File: src/sv/cbmt_pkg.sv
`default_nettype none
package cbmt_pkg;

  localparam int unsigned VOLT_W     = 16;
  localparam int unsigned CELL_NUM_W = 3;
  localparam int unsigned MASK_W     = 8;
  localparam int unsigned MAX_ACTIVE = 8;
  localparam int unsigned S_TDATA_W  = 24;
  localparam int unsigned M_TDATA_W  = 32;
  localparam int unsigned APB_AW     = 3;
  localparam int unsigned APB_DW     = 32;

  localparam logic [APB_AW-1:0] ADDR_THRESHOLD = 3'd0;
  localparam logic [VOLT_W-1:0] THRESHOLD_RST  = 16'd120;

endpackage
`default_nettype wire

File: src/sv/cell_balance_min_threshold.sv
// Passive cell balancing on windowed cell means.
//
// Slave stream: one cell voltage sample per transfer, tlast marks the last
// sample of a measurement round. Master stream: one balance decision per
// round (discharge mask, lowest cell, lowest mean). APB port: register 0 at
// address 0 holds the 16-bit balance threshold (reset 120).
//
// Each sample reads the oldest slot of its cell's window from a RAM and
// updates the running sum in state ST_RD, then a multiply by the reciprocal
// of WINDOW gives the truncated mean in ST_DIV. An in-range sample holds
// s_axis_tready low through ST_RD and ST_DIV after its transfer, so the next
// sample is taken only after its mean is written; out-of-range samples
// leave s_axis_tready high unless they end the round. A round-end sample
// adds a minimum scan and a mask scan over the active cells, one cell per
// cycle, then ST_OUT moves the decision into the output register.
//
// The decision waits in the output register while the next samples are taken
// in; a second decision waits until the first transfer is done. Reset clears
// windows (by per-cell fill flags), sums and means and loads the threshold.
`default_nettype none
module cell_balance_min_threshold
  import cbmt_pkg::*;
#(
  parameter int unsigned CELLS  = 8,
  parameter int unsigned WINDOW = 8
) (
  input  wire                   clk_i,
  input  wire                   rst_ni,
  // cell_number [2:0], cell_voltage [18:3], zero [23:19]
  input  wire  [S_TDATA_W-1:0]  s_axis_tdata,
  input  wire                   s_axis_tlast,
  input  wire                   s_axis_tvalid,
  output logic                  s_axis_tready,
  // discharge_mask [7:0], lowest_cell [10:8], lowest_mean [26:11], zero [31:27]
  output logic [M_TDATA_W-1:0]  m_axis_tdata,
  output logic                  m_axis_tvalid,
  input  wire                   m_axis_tready,
  input  wire                   psel,
  input  wire                   penable,
  input  wire                   pwrite,
  input  wire  [APB_AW-1:0]     paddr,
  input  wire  [APB_DW-1:0]     pwdata,
  output logic [APB_DW-1:0]     prdata,
  output logic                  pready
);

  localparam int unsigned ACTIVE   = (CELLS < MAX_ACTIVE) ? CELLS : MAX_ACTIVE;
  localparam int unsigned CW       = $clog2(ACTIVE);
  localparam int unsigned PW       = (WINDOW > 1) ? $clog2(WINDOW) : 1;
  localparam int unsigned AW       = CW + PW;
  localparam int unsigned RAM_D    = 2 ** AW;
  localparam int unsigned TOTAL_W  = VOLT_W + $clog2(WINDOW);
  localparam int unsigned RECIP_SH = TOTAL_W + $clog2(WINDOW);
  localparam int unsigned RECIP_W  = TOTAL_W + 1;
  localparam int unsigned PROD_W   = TOTAL_W + RECIP_W;
  localparam longint unsigned RECIP = ((64'd1 << RECIP_SH) + WINDOW - 1) / WINDOW;

  typedef enum logic [5:0] {
    ST_IDLE = 6'b000001,
    ST_RD   = 6'b000010,
    ST_DIV  = 6'b000100,
    ST_MIN  = 6'b001000,
    ST_MASK = 6'b010000,
    ST_OUT  = 6'b100000
  } state_e;

  state_e state_q, state_d;

  logic [VOLT_W-1:0]  thr_q;
  logic [PW-1:0]      pos_q    [ACTIVE];
  logic               filled_q [ACTIVE];
  logic [TOTAL_W-1:0] total_q  [ACTIVE];
  logic [VOLT_W-1:0]  mean_q   [ACTIVE];

  logic [CW-1:0]      cell_q, cell_d;
  logic [VOLT_W-1:0]  volt_q, volt_d;
  logic               last_q, last_d;
  logic [TOTAL_W-1:0] dq_q, dq_d;
  logic [CW-1:0]      idx_q, idx_d;
  logic [VOLT_W-1:0]  low_mean_q, low_mean_d;
  logic [CW-1:0]      low_cell_q, low_cell_d;
  logic [ACTIVE-1:0]  mask_q, mask_d;
  logic               m_valid_q, m_valid_d;
  logic [M_TDATA_W-1:0] m_data_q, m_data_d;

  logic [S_TDATA_W-1:0] unused_pad;
  logic [CELL_NUM_W-1:0] in_cell;
  logic [VOLT_W-1:0]  in_volt;
  logic               in_range;
  logic               s_acc;
  logic               cfg_wr;

  logic [AW-1:0]      ram_raddr;
  logic [AW-1:0]      ram_waddr;
  logic               ram_we;
  logic [VOLT_W-1:0]  ram_rdata;

  logic [VOLT_W-1:0]  old_sample;
  logic [TOTAL_W-1:0] new_total;
  logic [PROD_W-1:0]  mean_prod;
  logic [VOLT_W-1:0]  mean_next;
  logic [VOLT_W-1:0]  scan_mean;
  logic [VOLT_W-1:0]  diff;
  logic               wr_total;
  logic               wr_mean;
  logic               idx_last;

  assign unused_pad = s_axis_tdata;
  assign in_cell  = s_axis_tdata[CELL_NUM_W-1:0];
  assign in_volt  = s_axis_tdata[CELL_NUM_W +: VOLT_W];
  assign in_range = ({1'b0, in_cell} < (CELL_NUM_W+1)'(ACTIVE));
  assign s_axis_tready = (state_q == ST_IDLE);
  assign s_acc    = s_axis_tvalid && s_axis_tready;

  assign pready = 1'b1;
  assign cfg_wr = psel && penable && pwrite && pready && (paddr == ADDR_THRESHOLD);
  assign prdata = (paddr == ADDR_THRESHOLD) ? APB_DW'(thr_q) : '0;

  assign ram_raddr = {in_cell[CW-1:0], pos_q[in_cell[CW-1:0]]};
  assign ram_waddr = {cell_q, pos_q[cell_q]};
  assign ram_we    = (state_q == ST_RD);

  cbmt_ram #(
    .WIDTH(VOLT_W),
    .DEPTH(RAM_D)
  ) u_window_ram (
    .clk_i  (clk_i),
    .we_i   (ram_we),
    .waddr_i(ram_waddr),
    .wdata_i(volt_q),
    .raddr_i(ram_raddr),
    .rdata_o(ram_rdata)
  );

  // slot not yet written since reset reads as zero
  assign old_sample = filled_q[cell_q] ? ram_rdata : '0;
  assign new_total  = total_q[cell_q] - TOTAL_W'(old_sample) + TOTAL_W'(volt_q);

  // divide by WINDOW: multiply by the rounded-up reciprocal, exact for every sum
  assign mean_prod = PROD_W'(dq_q) * PROD_W'(RECIP);
  assign mean_next = mean_prod[RECIP_SH +: VOLT_W];

  assign scan_mean = mean_q[idx_q];
  assign diff      = scan_mean - low_mean_q;
  assign idx_last  = (idx_q == CW'(ACTIVE - 1));

  always_comb begin
    state_d    = state_q;
    cell_d     = cell_q;
    volt_d     = volt_q;
    last_d     = last_q;
    dq_d       = dq_q;
    idx_d      = idx_q;
    low_mean_d = low_mean_q;
    low_cell_d = low_cell_q;
    mask_d     = mask_q;
    m_data_d   = m_data_q;
    m_valid_d  = m_valid_q && !m_axis_tready;
    wr_total   = 1'b0;
    wr_mean    = 1'b0;
    case (state_q)
      ST_IDLE: begin
        if (s_acc) begin
          cell_d     = in_cell[CW-1:0];
          volt_d     = in_volt;
          last_d     = s_axis_tlast;
          idx_d      = '0;
          low_mean_d = '1;
          low_cell_d = '0;
          if (in_range) begin
            state_d = ST_RD;
          end else if (s_axis_tlast) begin
            state_d = ST_MIN;
          end
        end
      end
      ST_RD: begin
        wr_total = 1'b1;
        dq_d     = new_total;
        state_d  = ST_DIV;
      end
      ST_DIV: begin
        wr_mean = 1'b1;
        state_d = last_q ? ST_MIN : ST_IDLE;
      end
      ST_MIN: begin
        if (scan_mean <= low_mean_q) begin
          low_mean_d = scan_mean;
          low_cell_d = idx_q;
        end
        if (idx_last) begin
          idx_d   = '0;
          mask_d  = '0;
          state_d = ST_MASK;
        end else begin
          idx_d = idx_q + 1'b1;
        end
      end
      ST_MASK: begin
        if (diff > thr_q) begin
          mask_d[idx_q] = 1'b1;
        end
        if (idx_last) begin
          state_d = ST_OUT;
        end else begin
          idx_d = idx_q + 1'b1;
        end
      end
      ST_OUT: begin
        if (!m_valid_q || m_axis_tready) begin
          m_valid_d = 1'b1;
          m_data_d  = M_TDATA_W'({low_mean_q, CELL_NUM_W'(low_cell_q), MASK_W'(mask_q)});
          state_d   = ST_IDLE;
        end
      end
      default: begin
        state_d = ST_IDLE;
      end
    endcase
  end

  always_ff @(posedge clk_i or negedge rst_ni) begin
    if (!rst_ni) begin
      state_q   <= ST_IDLE;
      m_valid_q <= 1'b0;
      thr_q     <= THRESHOLD_RST;
      for (int i = 0; i < ACTIVE; i++) begin
        pos_q[i]    <= '0;
        filled_q[i] <= 1'b0;
        total_q[i]  <= '0;
        mean_q[i]   <= '0;
      end
    end else begin
      state_q   <= state_d;
      m_valid_q <= m_valid_d;
      if (cfg_wr) begin
        thr_q <= pwdata[VOLT_W-1:0];
      end
      if (wr_total) begin
        total_q[cell_q] <= new_total;
        if (pos_q[cell_q] == PW'(WINDOW - 1)) begin
          pos_q[cell_q]    <= '0;
          filled_q[cell_q] <= 1'b1;
        end else begin
          pos_q[cell_q] <= pos_q[cell_q] + 1'b1;
        end
      end
      if (wr_mean) begin
        mean_q[cell_q] <= mean_next;
      end
    end
  end

  always_ff @(posedge clk_i) begin
    cell_q     <= cell_d;
    volt_q     <= volt_d;
    last_q     <= last_d;
    dq_q       <= dq_d;
    idx_q      <= idx_d;
    low_mean_q <= low_mean_d;
    low_cell_q <= low_cell_d;
    mask_q     <= mask_d;
    m_data_q   <= m_data_d;
  end

  assign m_axis_tvalid = m_valid_q;
  assign m_axis_tdata  = m_data_q;

endmodule
`default_nettype wire

File: src/sv/cbmt_ram.sv
`default_nettype none
module cbmt_ram #(
  parameter int unsigned WIDTH = 16,
  parameter int unsigned DEPTH = 64
) (
  input  wire                      clk_i,
  input  wire                      we_i,
  input  wire  [$clog2(DEPTH)-1:0] waddr_i,
  input  wire  [WIDTH-1:0]         wdata_i,
  input  wire  [$clog2(DEPTH)-1:0] raddr_i,
  output logic [WIDTH-1:0]         rdata_o
);

  logic [WIDTH-1:0] mem_q [DEPTH];

  always_ff @(posedge clk_i) begin
    if (we_i) begin
      mem_q[waddr_i] <= wdata_i;
    end
    rdata_o <= mem_q[raddr_i];
  end

endmodule
`default_nettype wire

File: config.mk
export PLATFORM = sky130hd
export DESIGN_NAME = cell_balance_min_threshold
export DESIGN_NICKNAME = d
export VERILOG_FILES = /design/src/sv/cbmt_pkg.sv /design/src/sv/cell_balance_min_threshold.sv /design/src/sv/cbmt_ram.sv
export SDC_FILE = /design/constraint.sdc
export NUM_CORES = 2
export LEC_CHECK = 0
export BUFFER_PORTS_ARGS = -buffer_cell sky130_fd_sc_hd__buf_2
export CAP_MARGIN = 10
export CORE_MARGIN = 4
export CORE_UTILIZATION = 67
export CTS_CLUSTER_SIZE = 25
export DETAILED_ROUTE_END_ITERATION = 7
export PLACE_DENSITY = 0.84
export SYNTH_ARGS = -nofsm -noshare
export SYNTH_HDL_FRONTEND = slang
export SYNTH_HIERARCHICAL = 1
export SYNTH_SLANG_ARGS = --single-unit
File: constraint.sdc
create_clock -name clk_i -period 12.4 [get_ports clk_i]
set_input_delay 1.86 -clock clk_i [delete_from_list [all_inputs] [get_ports clk_i]]
set_output_delay 1.86 -clock clk_i [all_outputs]
set_load 0.02 [all_outputs]
Yosys cells after proc, flatten, opt, wreduce, memory -nomap -nowiden

Memory sizes are Yosys's and may differ from the RTL's. A register that Yosys moved wholly into a read port is not among the register bits.
Index checks and enable logic that the tools add are counted.

Memory bits (writable): 1024
Register bits after elaboration: 431
Output and inout port bits: 67
Word-level logic and storage cells: 155
Memories kept: 1

$add $sub $neg: 5
Reductions and logical operators: 21
Equality and inequality tests: 15
Bitwise logic cells: 7
Muxes and demuxes: 54
$lt $le $gt $ge: 8

Memory list:

| name               | words | width | rd ports | clocked after memory_dff | write ports | RTL line       | source |
|---|---|---|---|---|---|---|---|
| u_window_ram.mem_q | 64    | 16    | 1        | 1                        | 1           | cbmt_ram.sv:14 | `logic [WIDTH-1:0] mem_q [DEPTH];` |

Operators by type and width:

| cell                                           | count |
|---|---|
| 152-bit bitwise mux                            | 1 |
| 128-bit bitwise mux                            | 1 |
| 16-bit two-way mux                             | 7 |
| 19-bit binary-select mux with 3-bit select     | 1 |
| 19-bit demux with 3-bit select                 | 1 |
| 19-bit two-way mux                             | 3 |
| 16-bit binary-select mux with 3-bit select     | 1 |
| 16-bit demux with 3-bit select                 | 1 |
| 6-bit one-hot mux with 6 select lines          | 1 |
| 16-bit one-hot mux with 2 select lines         | 1 |
| 3-bit two-way mux                              | 9 |
| 24-bit AND                                     | 1 |
| 24-bit bitwise mux                             | 1 |
| 24-bit two-way mux                             | 1 |
| 6-bit two-way mux                              | 4 |
| 24-bit NOT                                     | 1 |
| 19-bit by 16-bit adder with 19-bit output      | 1 |
| 19-bit by 16-bit subtractor with 19-bit output | 1 |
| 3-bit binary-select mux with 3-bit select      | 2 |
| 16-bit greater-than comparator                 | 1 |
| 16-bit <= comparator                           | 1 |
| 8-bit two-way mux                              | 2 |
| 8-bit bitwise OR                               | 2 |
| 8-bit one-hot mux with 2 select lines          | 1 |
| other kinds (32)                               | 64 |

Logic depth before layout (Yosys ltp)

Word-level depth: 8
Depth in mapped cells: 21
Depth with buffers taken out: 19

By module

The synthesis kept the hierarchy.

By module, submodules not included:

| module                     | seq. area each (um2) | cells each | area an instance (um2) | times used |
|---|---|---|---|---|
| cbmt_ram                   | 31069.8              | 1829       | 40042.2                | 1 |
| cell_balance_min_threshold | 11182.0              | 1791       | 21022.7                | 1 |

Worst setup path after synthesis

OpenSTA, ideal clock, no wires.

Path type: reg-to-reg
Start point: register idx_q[2]
End point: register mask_q[0], enable pin
Data arrival time: 5.227 ns
Data required time: 12.013 ns
Stages on the path, launching flop included: 18
Slack: 6.786 ns
Cell sequence: edfxtp_1 > buf_1 > clkbuf_1 > buf_2 > mux4_2 > nand2_1 > nand2_1 > ha_1 > a21o_1 > a311o_1 > a21o_1 > or4b_2 > o211a_1 > ha_1 > nand4_1 > or3_1 > o221a_2 > o31ai_1

Cells in the longest elaborated chain, start to end: 8
Elaborated cells between the ends (all ways): 10
Those cells by class: 1 x add/sub; 1 x order compare; 3 x eq/ne; 3 x mux; 1 x bitwise; 1 x reduce/logical

RTL lines:

| element                                                | RTL line                          | source |
|---|---|---|
| start, declared                                        | cell_balance_min_threshold.sv:79  | `logic [CW-1:0] idx_q, idx_d;` |
| start signal, assigned                                 | cell_balance_min_threshold.sv:259 | `idx_q <= idx_d;` |
| 3-bit NOT with 4-bit output (not written as such)      | cell_balance_min_threshold.sv:143 | `assign scan_mean = mean_q[idx_q];` |
| 16-bit binary-select mux with 3-bit select             | cell_balance_min_threshold.sv:143 |  |
| 16-bit two-way mux (not written as such) (2 in series) | cell_balance_min_threshold.sv:143 |  |
| named net scan_mean[6]                                 | cell_balance_min_threshold.sv:102 | `logic [VOLT_W-1:0] scan_mean;` |
| 16-bit subtractor                                      | cell_balance_min_threshold.sv:144 | `assign diff = scan_mean - low_mean_q;` |
| 16-bit greater-than comparator                         | cell_balance_min_threshold.sv:200 | `if (diff > thr_q) begin` |
| 2-bit inequality test (no source line)                 | -                                 |  |
| 3-bit AND reduction (no source line)                   | -                                 |  |
| end signal, assigned                                   | cell_balance_min_threshold.sv:262 | `mask_q <= mask_d;` |
| end, declared                                          | cell_balance_min_threshold.sv:82  | `logic [ACTIVE-1:0] mask_q, mask_d;` |

The timed path passes the listed nets, and every way through them passes these cells. The select of a mux whose other input is x is not followed.
A chain may end at the register's enable or synchronous reset.

Final worst setup path

Start point: input s_axis_tdata[1]
End point: register u_window_ram.rdata_o[15] (read register of u_window_ram.mem_q)

Cells in the longest elaborated chain, start to end: 4

RTL lines:

| element                                               | RTL line                          | source |
|---|---|---|
| start, declared                                       | cell_balance_min_threshold.sv:30  | `input wire [S_TDATA_W-1:0] s_axis_tdata,` |
| 3-bit NOT with 4-bit output (not written as such)     | cell_balance_min_threshold.sv:119 | `assign ram_raddr = {in_cell[CW-1:0], pos_q[in_cell[CW-1:0]]};` |
| 3-bit binary-select mux with 3-bit select             | cell_balance_min_threshold.sv:119 |  |
| 3-bit two-way mux (not written as such) (2 in series) | cell_balance_min_threshold.sv:119 |  |
| named net ram_raddr[0]                                | cell_balance_min_threshold.sv:93  | `logic [AW-1:0] ram_raddr;` |
| end, declared                                         | cbmt_ram.sv:11                    | `output logic [WIDTH-1:0] rdata_o` |

The timed path passes the listed nets, and every way through them passes these cells. The select of a mux whose other input is x is not followed.

==> key figures <==
Outcome
  – Status: finished, violations left
  – Failing checks: DRC

Floorplanning
  – Die H: 310 um
  – Initial Util: 0.677
  – Total core area: 90100 um2
  – Site row count: 110
  – Die footprint: 96000 um2
  – Num ports: 134
  – Die width: 310 um

STA
  – Final setup violation count: 0
  – Final count of hold timing violations: 0
  – Slew Viols, Final: 0
  – TNS Setup: 0 ps
  – RSZ-0062 raised after global routing: no
  – Final Skew: 30.7 ps
  – Min Tclk post-route: 6130 ps
  – Period utilisation layout: 0.495
  – Slew margin rel.: 0.144
  – Worst Max-Slew Pin Slew: 1270 ps
  – Max Clk Rate: 0.163 GHz

Place
  – Detailed Place HPWL: 86100 um
  – I/O Buffers: 90
  – Final RePlAce weighted congestion: 0.868

Global route
  – First-pass GRT wire length: 234000 um
  – GR Util All Layers: 0.334
  – Vias in the first global route: 35600
  – Largest net degree at the start of global routing: 140
  – Total gr overflow: 0
  – Initial antenna violation count: 3

Synthesis
  – Yosys reg bits: 1468
  – Main synth FF type: edfxtp_1
  – Asr flop ratio synth: 0.228
  – Synth warn: 6
  – Cell variety after synth: 86
  – Syn Std Cell Area: 61100 um2
  – Register area share after synthesis: 0.692
  – Mean Syn Cell Area: 16.9 um2
  – Post-synth EDFFs: 1117
  – Syn Inst Count: 3620

Critical path
  – Reg2Reg Depth: 18
  – Required time of the worst setup path: 13000 ps
  – Reg-to-reg slack, setup: 6310 ps
  – Setup CP Type: primary input to flip-flop
  – Worst EP arrival: 6740 ps
  – R2r endpoint: mask_q[5]
  – Max Fanout on Critical Path: 68
  – Startpoint types: primary input
  – Worst Setup End Kind: flip-flop
  – Critical R2R Launch: idx_q[0]
  – CP startpoint: s_axis_tdata[1]

Min path
  – Hold_sp: low_cell_q[0]
  – Hold Path Cell Cnt: 0
  – Worst Hold End: m_axis_tdata[8]
  – Hold WC Path Type: flip-flop to flip-flop

Clocking
  – Clock latency at the later pin of the worst-skew pair: 770 ps
  – Clock Pin Slew Worst Setup and Hold Paths: 70 ps
  – Cts bufs inserted: 144
  – Root Buffer: clkbuf_16
  – H-tree Lvls: 4
  – Total setup buffers inserted after CTS: 0
  – Post-CTS sizing: 0
  – Clock sinks: 1468
  – Hold-fix buffers, CTS: 0
  – Clk buf depth: 3
  – CTS tree: done

Pwr
  – Leakage: 24.3 nW
  – Peak supply drop: 174 uV
  – PwrDens: 220 nW/um2

Routing
  – Detail Route Antenna Nets: 0
  – Initial DRC Count: 5462
  – WL final: 157000 um
  – Via density: 7.02
  – Remaining DRCs: 1
  – Drt wl/cell: 31.0 um
  – Vias: 35600
  – DRT Pass-1 Iters: 8

Job
  – Max_cap viols: 0

Final layout
  – Final core occ: 0.748
  – Nets: 3915
  – P&R area growth vs syn: 10.5%
  – Layout cells sized above 1: 0.249
==> cell families after synthesis <==
| kind of cell | after synthesis | share of synthesized area |
|---|---|---|
| AND/OR/NAND/NOR | 631 | 0.0514 |
| buffers and inverters | 331 | 0.0275 |
| other | 2 | 0.000123 |
| AO/OA/AOI/OAI | 491 | 0.0543 |
| XOR/XNOR | 21 | 0.00313 |
| multiplexers | 604 | 0.155 |
| flip-flops | 1468 | 0.692 |
| adder cells (fa/ha/maj) | 72 | 0.0168 |
==> cells in the final DEF, fill, tap and decap left out, types with 107 or more instances in the layout <==
master     instances
nor2_1           128
o21ai_0          138
buf_4            118
mux2_2           255
a22oi_1          119
inv_1            107
edfxtp_1        1117
mux4_2           241
clkbuf_16        149
dfrtp_1          330
nand2_1          222
==> area by class of cell <==
cell class | count | area (um2)
sequential | 1468 | 42300
fill | 4749 | 22700
multi-input combinational | 1841 | 17300
clock buffer | 201 | 4040
tap | 1176 | 1470
timing repair buffer | 214 | 1420
clock inverter | 60 | 561
inverter | 107 | 402
antenna | 2 | 5.00
==> how the worst max path moves through the flow <==
stage | cells past startpoint | endpoint
floorplan | 17 | mask_q[0]
global placement | 10 | u_window_ram/rdata_o[1]
detailed placement | 10 | u_window_ram/rdata_o[1]
CTS | 10 | u_window_ram/rdata_o[15]
global route | 19 | mask_q[5]
finish | 10 | u_window_ram/rdata_o[15]
==> per-layer routing <==
| layer | share of wire | track usage | vias to the layer above |
|---|---|---|---|
| li1 | - | - | 14400 |
| met1 | 0.35 | 0.453 | 17900 |
| met2 | 0.48 | 0.525 | 2780 |
| met3 | 0.13 | 0.0849 | 515 |
| met4 | 0.047 | 0.145 | 2 |
| met5 | 0.00012 | 0 | - |
==> stage by stage <==
step                      setup WS, ps  area, um2  std cells  total power, mW  hold slack [ps]
after floorplan                   6790      61100       3640             9.29              400
after global placement            5640      62800       4802             10.3              419
after detailed placement          5600      62800       4802             10.5              430
after CTS                         6280      67400       5063             14.8              447
after global routing              5960      67400       5067             15.4              457
final                             6270      67500       5069             14.9              446
==> registers in the layout, summed over array words and instances, names as in the netlist, 24 cells and up <==
name / flops
m_axis_tdata: 27
u_window_ram/mem_q: 1024
pos_q: 24
total_q: 152
mean_q: 128
==> synthesized netlist by cell type (all sizes together) (55+ instances only) <==
cell type	count	share of area
nor2	137	0.0085
o21ai	142	0.012
clkbuf	103	0.0064
mux2i	101	0.017
ha	55	0.011
a22oi	119	0.015
dfrtp	330	0.14
nand2	223	0.014
buf	121	0.015
mux2	258	0.048
inv	107	0.0066
mux4	245	0.091
edfxtp	1117	0.55
a21oi	65	0.0053
==> power by group <==
group	leakage [nW]	total [mW]	switching, mW	internal, mW
clock network	2.25	4.29	1.87	2.42
logic	7.46	4.25	2.66	1.59
registers	14.6	6.31	0.300	6.01
total	24.3	14.9	4.84	10.0
==> worst max-delay path, stage by stage <==
cell and delay, ps:
buf_2 540, mux4_2 370, mux2_8 680, buf_4 680, buf_4 710, mux4_2 620, mux2i_1 370, a22oi_1 170
a31oi_1 490, a311oi_1 100
Power figures use the tool's default switching activity.
